==> src/hw/rtl/rtpj_pkg.sv <==
package rtpj_pkg;

  // header layout
  localparam int unsigned HEADER_BYTES = 20;
  localparam logic [7:0] RTP_VERSION_BYTE = 8'h80;
  localparam logic [7:0] JPEG_TYPE_SPEC = 8'h00;

  // image size limits
  localparam int unsigned SIZE_W = 25;
  localparam logic [SIZE_W-1:0] MAX_IMAGE_BYTES = 25'h100_0000;

  // register indexes, word addressed (paddr[4:2])
  localparam logic [2:0] REG_MAX_PAYLOAD = 3'd0;
  localparam logic [2:0] REG_PAYLOAD_TYPE = 3'd1;
  localparam logic [2:0] REG_QUALITY = 3'd2;
  localparam logic [2:0] REG_FORMAT_CODE = 3'd3;
  localparam logic [2:0] REG_WIDTH_BLOCKS = 3'd4;
  localparam logic [2:0] REG_HEIGHT_BLOCKS = 3'd5;
  localparam logic [2:0] REG_SSRC_WORD = 3'd6;

  // register reset values
  localparam logic [15:0] MAX_PAYLOAD_RST = 16'd1400;
  localparam logic [6:0] PAYLOAD_TYPE_RST = 7'd26;
  localparam logic [7:0] QUALITY_RST = 8'd80;
  localparam logic [31:0] SSRC_RST = 32'h13F9_7E67;

  typedef struct packed {
    logic [7:0] data;
    logic       eop;
  } pend_t;

endpackage

==> src/hw/rtl/rtp_jpeg_packetizer.sv <==
// RTP/JPEG packetizer: image bytes enter one per transaction, the first byte of
// an image carrying its size and 90 kHz timestamp, and leave as packets of at most
// the configured maximum of payload bytes (a maximum of zero counts as one), each
// led by a 12-byte RTP header and an 8-byte RFC 2435 JPEG header. A byte that
// opens a packet puts out the 20 header bytes and then the byte itself, one per
// cycle while out_stall is low, through the single output register, and the
// input channel stalls until the last header byte has been taken. Bytes outside
// an image and zero-size first bytes are absorbed with no output.
// too_large marks every byte of an image above 2^24 bytes. Sequence number, offset
// and marker are captured as each packet opens; the other header fields are read
// from the registers as the header goes out, so the user must write configuration
// through the APB port only while no packet is in flight; the block does not enforce this.
module rtp_jpeg_packetizer
  import rtpj_pkg::*;
(
  input  logic              clk,
  input  logic              rst,
  // configuration
  input  logic              psel,
  input  logic              penable,
  input  logic              pwrite,
  input  logic [4:0]        paddr,
  input  logic [31:0]       pwdata,
  output logic [31:0]       prdata,
  output logic              pready,
  // input channel
  input  logic              in_valid,
  output logic              in_stall,
  input  logic [7:0]        data_byte,
  input  logic              first_of_image,
  input  logic [SIZE_W-1:0] image_size,
  input  logic [31:0]       frame_timestamp,
  // output channel
  output logic              out_valid,
  input  logic              out_stall,
  output logic [7:0]        out_byte,
  output logic              end_of_packet,
  output logic              too_large
);

  localparam logic [4:0] HDR_LAST = 5'(HEADER_BYTES);

  // configuration registers
  logic [15:0] max_payload;
  logic [6:0]  payload_type;
  logic [7:0]  quality;
  logic [7:0]  format_code;
  logic [7:0]  width_blocks;
  logic [7:0]  height_blocks;
  logic [31:0] ssrc_word;

  // packetizer state
  logic [15:0]       seq_counter;
  logic [23:0]       fragment_offset;
  logic [SIZE_W-1:0] image_bytes_left;
  logic [15:0]       packet_bytes_left;
  logic [31:0]       held_timestamp;
  logic              image_too_large;

  // header sequencer and snapshot
  logic        hdr_busy;
  logic [4:0]  hdr_idx;
  logic [15:0] seq_snap;
  logic [23:0] off_snap;
  logic        marker_snap;
  pend_t       pend;

  // combinational
  logic              in_accept;
  logic              out_free;
  logic              cfg_write;
  logic [SIZE_W-1:0] ibl_eff;
  logic [15:0]       pbl_eff;
  logic [23:0]       off_eff;
  logic [31:0]       ts_eff;
  logic              too_eff;
  logic [15:0]       ps_eff;
  logic              open_pkt;
  logic              marker;
  logic [15:0]       pbl_start;
  logic [15:0]       pbl_next;
  logic [7:0]        hdr_byte;

  assign pready = 1'b1;
  assign cfg_write = psel && penable && pwrite;

  // handshake
  assign out_free = !out_valid || !out_stall;
  assign in_stall = hdr_busy || !out_free;
  assign in_accept = in_valid && !in_stall;

  // state as seen after a first byte restarts the image
  always_comb begin
    ibl_eff = first_of_image ? image_size : image_bytes_left;
    pbl_eff = first_of_image ? 16'd0 : packet_bytes_left;
    off_eff = first_of_image ? 24'd0 : fragment_offset;
    ts_eff = first_of_image ? frame_timestamp : held_timestamp;
    too_eff = first_of_image ? (image_size > MAX_IMAGE_BYTES) : image_too_large;
    ps_eff = (max_payload == 16'd0) ? 16'd1 : max_payload;
    open_pkt = (pbl_eff == 16'd0);
    marker = (ibl_eff <= {9'd0, ps_eff});
    pbl_start = open_pkt ? (marker ? ibl_eff[15:0] : ps_eff) : pbl_eff;
    pbl_next = pbl_start - 16'd1;
  end

  // header byte select, byte 0 goes out at packet open
  always_comb begin
    case (hdr_idx)
      5'd1:    hdr_byte = {marker_snap, payload_type};
      5'd2:    hdr_byte = seq_snap[15:8];
      5'd3:    hdr_byte = seq_snap[7:0];
      5'd4:    hdr_byte = held_timestamp[31:24];
      5'd5:    hdr_byte = held_timestamp[23:16];
      5'd6:    hdr_byte = held_timestamp[15:8];
      5'd7:    hdr_byte = held_timestamp[7:0];
      5'd8:    hdr_byte = ssrc_word[31:24];
      5'd9:    hdr_byte = ssrc_word[23:16];
      5'd10:   hdr_byte = ssrc_word[15:8];
      5'd11:   hdr_byte = ssrc_word[7:0];
      5'd12:   hdr_byte = JPEG_TYPE_SPEC;
      5'd13:   hdr_byte = off_snap[23:16];
      5'd14:   hdr_byte = off_snap[15:8];
      5'd15:   hdr_byte = off_snap[7:0];
      5'd16:   hdr_byte = format_code;
      5'd17:   hdr_byte = quality;
      5'd18:   hdr_byte = width_blocks;
      5'd19:   hdr_byte = height_blocks;
      default: hdr_byte = RTP_VERSION_BYTE;
    endcase
  end

  // register read
  always_comb begin
    unique case (paddr[4:2])
      REG_MAX_PAYLOAD:   prdata = {16'd0, max_payload};
      REG_PAYLOAD_TYPE:  prdata = {25'd0, payload_type};
      REG_QUALITY:       prdata = {24'd0, quality};
      REG_FORMAT_CODE:   prdata = {24'd0, format_code};
      REG_WIDTH_BLOCKS:  prdata = {24'd0, width_blocks};
      REG_HEIGHT_BLOCKS: prdata = {24'd0, height_blocks};
      REG_SSRC_WORD:     prdata = ssrc_word;
      default:           prdata = 32'd0;
    endcase
  end

  // register write
  always_ff @(posedge clk) begin
    if (rst) begin
      max_payload <= MAX_PAYLOAD_RST;
      payload_type <= PAYLOAD_TYPE_RST;
      quality <= QUALITY_RST;
      format_code <= 8'd0;
      width_blocks <= 8'd0;
      height_blocks <= 8'd0;
      ssrc_word <= SSRC_RST;
    end else if (cfg_write) begin
      unique case (paddr[4:2])
        REG_MAX_PAYLOAD:   max_payload <= pwdata[15:0];
        REG_PAYLOAD_TYPE:  payload_type <= pwdata[6:0];
        REG_QUALITY:       quality <= pwdata[7:0];
        REG_FORMAT_CODE:   format_code <= pwdata[7:0];
        REG_WIDTH_BLOCKS:  width_blocks <= pwdata[7:0];
        REG_HEIGHT_BLOCKS: height_blocks <= pwdata[7:0];
        REG_SSRC_WORD:     ssrc_word <= pwdata;
        default:           ;
      endcase
    end
  end

  // packet state, header sequencer and output register
  always_ff @(posedge clk) begin
    if (rst) begin
      seq_counter <= 16'd0;
      fragment_offset <= 24'd0;
      image_bytes_left <= '0;
      packet_bytes_left <= 16'd0;
      held_timestamp <= 32'd0;
      image_too_large <= 1'b0;
      hdr_busy <= 1'b0;
      hdr_idx <= 5'd0;
      out_valid <= 1'b0;
    end else begin
      if (hdr_busy && out_free) begin
        // next header byte, then the held payload byte
        out_valid <= 1'b1;
        if (hdr_idx == HDR_LAST) begin
          out_byte <= pend.data;
          end_of_packet <= pend.eop;
          hdr_busy <= 1'b0;
        end else begin
          out_byte <= hdr_byte;
          end_of_packet <= 1'b0;
          hdr_idx <= hdr_idx + 5'd1;
        end
      end else if (in_accept) begin
        held_timestamp <= ts_eff;
        image_too_large <= too_eff;
        out_valid <= (ibl_eff != '0);
        if (ibl_eff != '0) begin
          image_bytes_left <= ibl_eff - SIZE_W'(1);
          packet_bytes_left <= pbl_next;
          fragment_offset <= off_eff + 24'd1;
          too_large <= too_eff;
          if (open_pkt) begin
            seq_counter <= seq_counter + 16'd1;
            seq_snap <= seq_counter;
            off_snap <= off_eff;
            marker_snap <= marker;
            pend.data <= data_byte;
            pend.eop <= (pbl_next == 16'd0);
            out_byte <= RTP_VERSION_BYTE;
            end_of_packet <= 1'b0;
            hdr_busy <= 1'b1;
            hdr_idx <= 5'd1;
          end else begin
            out_byte <= data_byte;
            end_of_packet <= (pbl_next == 16'd0);
          end
        end else begin
          image_bytes_left <= ibl_eff;
          packet_bytes_left <= pbl_eff;
          fragment_offset <= off_eff;
        end
      end else if (!out_stall) begin
        // output taken with nothing new to load
        out_valid <= 1'b0;
      end
    end
  end

  // checks
  a_idx_range: assert property (@(posedge clk) disable iff (rst)
    hdr_busy |-> (hdr_idx >= 5'd1 && hdr_idx <= HDR_LAST))
    else $error("header index out of range");

  a_busy_out: assert property (@(posedge clk) disable iff (rst)
    hdr_busy |-> (out_valid && !end_of_packet))
    else $error("header in flight without a header byte in the output register");

  a_hdr_done: assert property (@(posedge clk) disable iff (rst)
    (hdr_busy && out_free && hdr_idx == HDR_LAST) |=> (!hdr_busy && out_valid))
    else $error("payload byte not released after the last header byte");

  a_seq_step: assert property (@(posedge clk) disable iff (rst)
    $rose(hdr_busy) |-> (seq_counter == seq_snap + 16'd1))
    else $error("sequence number did not advance at packet open");

endmodule

==> config.mk <==
export PLATFORM = sky130hd
export DESIGN_NAME = rtp_jpeg_packetizer
export DESIGN_NICKNAME = d
export VERILOG_FILES = /design/src/hw/rtl/rtpj_pkg.sv /design/src/hw/rtl/rtp_jpeg_packetizer.sv
export SDC_FILE = /design/constraint.sdc
export NUM_CORES = 1
export LEC_CHECK = 0
export ABC_CLOCK_PERIOD_IN_PS = 9350
export BUFFER_PORTS_ARGS = -buffer_cell sky130_fd_sc_hd__buf_2
export CAP_MARGIN = 20
export CORE_MARGIN = 1
export CORE_UTILIZATION = 55
export DETAILED_ROUTE_END_ITERATION = 12
export PLACE_DENSITY = 0.76
export SYNTH_ARGS = -nofsm -noshare
export SYNTH_HDL_FRONTEND = slang
export SYNTH_SLANG_ARGS = --single-unit
==> constraint.sdc <==
create_clock -name clk -period 9.35 [get_ports clk]
set_input_delay 0.935 -clock clk [delete_from_list [all_inputs] [get_ports clk]]
set_output_delay 0.935 -clock clk [all_outputs]
set_load 0.005 [all_outputs]
==> results.md <==
* Seq/Total Area, Yosys at 42.9%
* Worst-skew pair later-pin latency at ~0.55 ns
* Initial antenna violation count at 0
* GR Util All Layers at approximately 33%
* Vias post-DR at around 13000
* DRT Pass-1 Iters at 9
* Worst Path Required at about 9.6 ns
* Peak Freq at ~160 MHz
* Mapped Area at about 14000 sq um
* Lkg Pwr at a little over 6 nW
* Fin Setup TNS at 0 ns
* Compound-Gate Fraction of Synth Area at between 10% and 20%
* Clock Path Buffers at 3
* Crit-path cells: buf_4, buf_4, mux2i_1, ha_1, nor3_1, a2111oi_2, o21a_1, nor2_1, inv_1, nand2_1, a32oi_1, ha_1, inv_1, a311oi_1, nand3_1, nor2_1, o21ai_0, a211oi_1, o31ai_2
* Global-route wire length before repair at around 67000 microns
* Global route overflow at 0
* Placed cell count at ~2000
* R2r startpoint: image_bytes_left[14]
* N_diodes at 0
* Worst hold start: image_bytes_left[9]
* Worst setup path startpoint: first_of_image
* Inserted Clock Buffers at 29
* Hpwl dp at between 30000 and 40000 microns
* Status: finished clean
* Final worst path period share at around two thirds
* Crit-path max cell delay at 0.72 ns
* Core area at between 20000 and 25000 sq um
* Crit Path Class: primary input to flop
* CTS Hold Bufs at 0
* Number of synthesis warnings at 0
* Largest net degree at the start of global routing at 95
* Crit start category: primary input
* Hold Crit Class: flop to flop
* VDD IR max at 159 uV
* Standard-cell row count at 57
* Multiplexer area fraction after synthesis at under 10%
* Rel. slew slack at 24.8%
* #FFs+latches synth at ~270
* Simple-gate share of the synthesized area at 24.2%
* First DRT Iteration DRCs at 1637
* CTS Sinks at roughly 270
* Pwr dens at approximately 180 nW/um^2
* Synth Area in XOR/XNOR at 3.53%
* Post-cts resize count at 0
* Final hold violations at 0
* Yosys cell types at about 80
* Crit path capture type: flop
* CP max-delay cell: mux2i_1
* Starting Density at around 57%
* Postcts setup bufs at 0
* Gpl congestion at between 0.9 and 1
* Vias in the first global route at 12100
* Die area at 25900 sq um
* Residual DRC at 0
* Syn Inst Count at around 1600
* Root Driver: clkbuf_16
* Fraction of layout cells with a size suffix above 1 at between 15 and 20%
* Routed Antenna Nets at 0
* Buffers on Ports at around 150
* Ys flop type: dfxtp_1
* Post-synth EDFFs at 60
* Post-synth ARST share at 0%
* Post-route insts no fill at approximately 2100
* Maxcap violations at 0
* Adder-cell area share of the yosys netlist at under 10%
* Syn Nets at ~1800
* Final net count at about 1900
* Clock skew at 0.0101 ns
* Largest family of logic cells by synthesized area: simple AND/OR/NAND/NOR gates
* Fin crit period at ~6.3 ns
* Crit path DAT at ~6.6 ns
* # setup viols final at 0
* CTS clk-pin slew, worst paths at ~0.060 ns
* Max Transition Viols Final at 0
* Routed len/inst at approximately 21 microns
* RSZ-0062 raised after global routing: no
* Die width at 161 microns
* CTS tree: yes
* Die Y at about 160 microns
* Pin slew with the least headroom to its limit at roughly 1.1 ns
* Area Growth Syn to Fin at 14.5%
* Vias/cell at a little over 6
* H-tree levels at 1
* Ports at between 150 and 200
* WL final at roughly 43000 microns
* Syn Area/Cell at 8.54 sq um
* Crit-path max FO at 63
==> routing by layer <==
layer | wire [microns] | vias up | track usage, % | share of wire (%)
li1 | - | 6048 | - | -
met1 | 18000 | 6160 | 45.5 | 41
met2 | 19200 | 679 | 50.6 | 44
met3 | 4930 | 92 | 9.40 | 11
met4 | 1370 | 0 | 10.4 | 3.1
met5 | 0 | - | 0 | 0
==> state kept, by name (all words and copies together) (netlist names), 5 cells and up <==
name	flops
hdr_idx	5
format_code	8
held_timestamp	32
fragment_offset	24
pend	9
image_bytes_left	25
packet_bytes_left	16
payload_type	7
seq_snap	16
quality	8
seq_counter	16
height_blocks	8
out_byte	8
ssrc_word	32
max_payload	16
width_blocks	8
off_snap	24
==> cell families (layout without fill, tap and decap cells) <==
logic type | count (synthesis) | in the layout
buf+inv | 132 | 265
xor+xnor | 56 | 56
flops | 268 | 268
compound gates | 346 | 346
other cells | 1 | 1
simple gates | 721 | 721
mux | 78 | 78
fa+ha+maj | 26 | 26
==> cell usage after synthesis (17+ instances only) <==
| library cell | count | area [sq um] |
|---|---|---|
| dfxtp_1 | 208 | 4160 |
| and3_1 | 17 | 106 |
| xor2_1 | 26 | 228 |
| nand3_1 | 34 | 170 |
| nand3b_1 | 29 | 218 |
| ha_1 | 26 | 325 |
| a21oi_1 | 111 | 556 |
| mux2i_1 | 54 | 541 |
| a22oi_1 | 67 | 503 |
| o21ai_0 | 50 | 250 |
| clkbuf_1 | 77 | 289 |
| xnor2_1 | 30 | 263 |
| nand4_1 | 29 | 181 |
| nor2b_1 | 32 | 200 |
| and2_1 | 24 | 150 |
| nor3_1 | 41 | 205 |
| nor2_1 | 181 | 679 |
| nand2_1 | 278 | 1040 |
| a222oi_1 | 17 | 170 |
| edfxtp_1 | 60 | 1800 |
| mux2_2 | 20 | 225 |
| nor4_1 | 18 | 113 |
| inv_1 | 39 | 146 |
==> final cells by class <==
class	instances	area, sq um
flip-flops and latches	268	5970
multi-input cells	1228	7440
well taps	324	405
fillers	2081	8610
inverters	40	150
repair buffers	171	941
clock buffers	39	846
clock inverters	15	174
==> critical path, delay by kind of cell <==
family	cells	cell delay [ns]
AOI/OAI and AO/OA	7	2.15
buffers and inverters	4	1.25
adders and majority gates	2	0.65
and+or+nand+nor	5	0.90
muxes	1	0.72
==> through the flow <==
step	worst slack, ns	utilization (%)	hold WS (ns)	instance area [sq um]	power (mW)
floorplan	3.51	-	0.428	13900	1.56
global placement	2.67	60.4	0.438	14800	1.69
detailed placement	2.62	60.5	0.443	14800	1.69
CTS	3.17	64.7	0.452	15900	2.88
global route	2.54	64.9	0.467	15900	2.99
finish	3.01	64.9	0.454	15900	2.89
==> final timing paths <==
path,slack [ns],end,cells after the start
max,3.01,end_of_packet,19
min reg2reg,0.45,image_bytes_left[9],2
max reg2reg,4.02,end_of_packet,19
min,0.45,image_bytes_left[9],2
==> cell usage in the layout, fill, tap and decap left out, types with 30 or more instances in the layout <==
cell type  synthesis  layout
nand2_1          278     277
dfxtp_1          208     208
nor2_1           181     179
buf_2              3     150
a21oi_1          111     111
a22oi_1           67      67
edfxtp_1          60      60
mux2i_1           54      54
o21ai_0           50      50
nor3_1            41      39
inv_1             39      39
nand3_1           34      34
nor2b_1           32      32
clkbuf_16          0      31
xnor2_1           30      30
==> power breakdown <==
part           switching (mW)  total (mW)  internal (mW)
Combinational           0.260       0.408          0.147
Sequential             0.0386        1.28           1.24
Clock                   0.483        1.20          0.721
(Power assumes the default switching activity.)
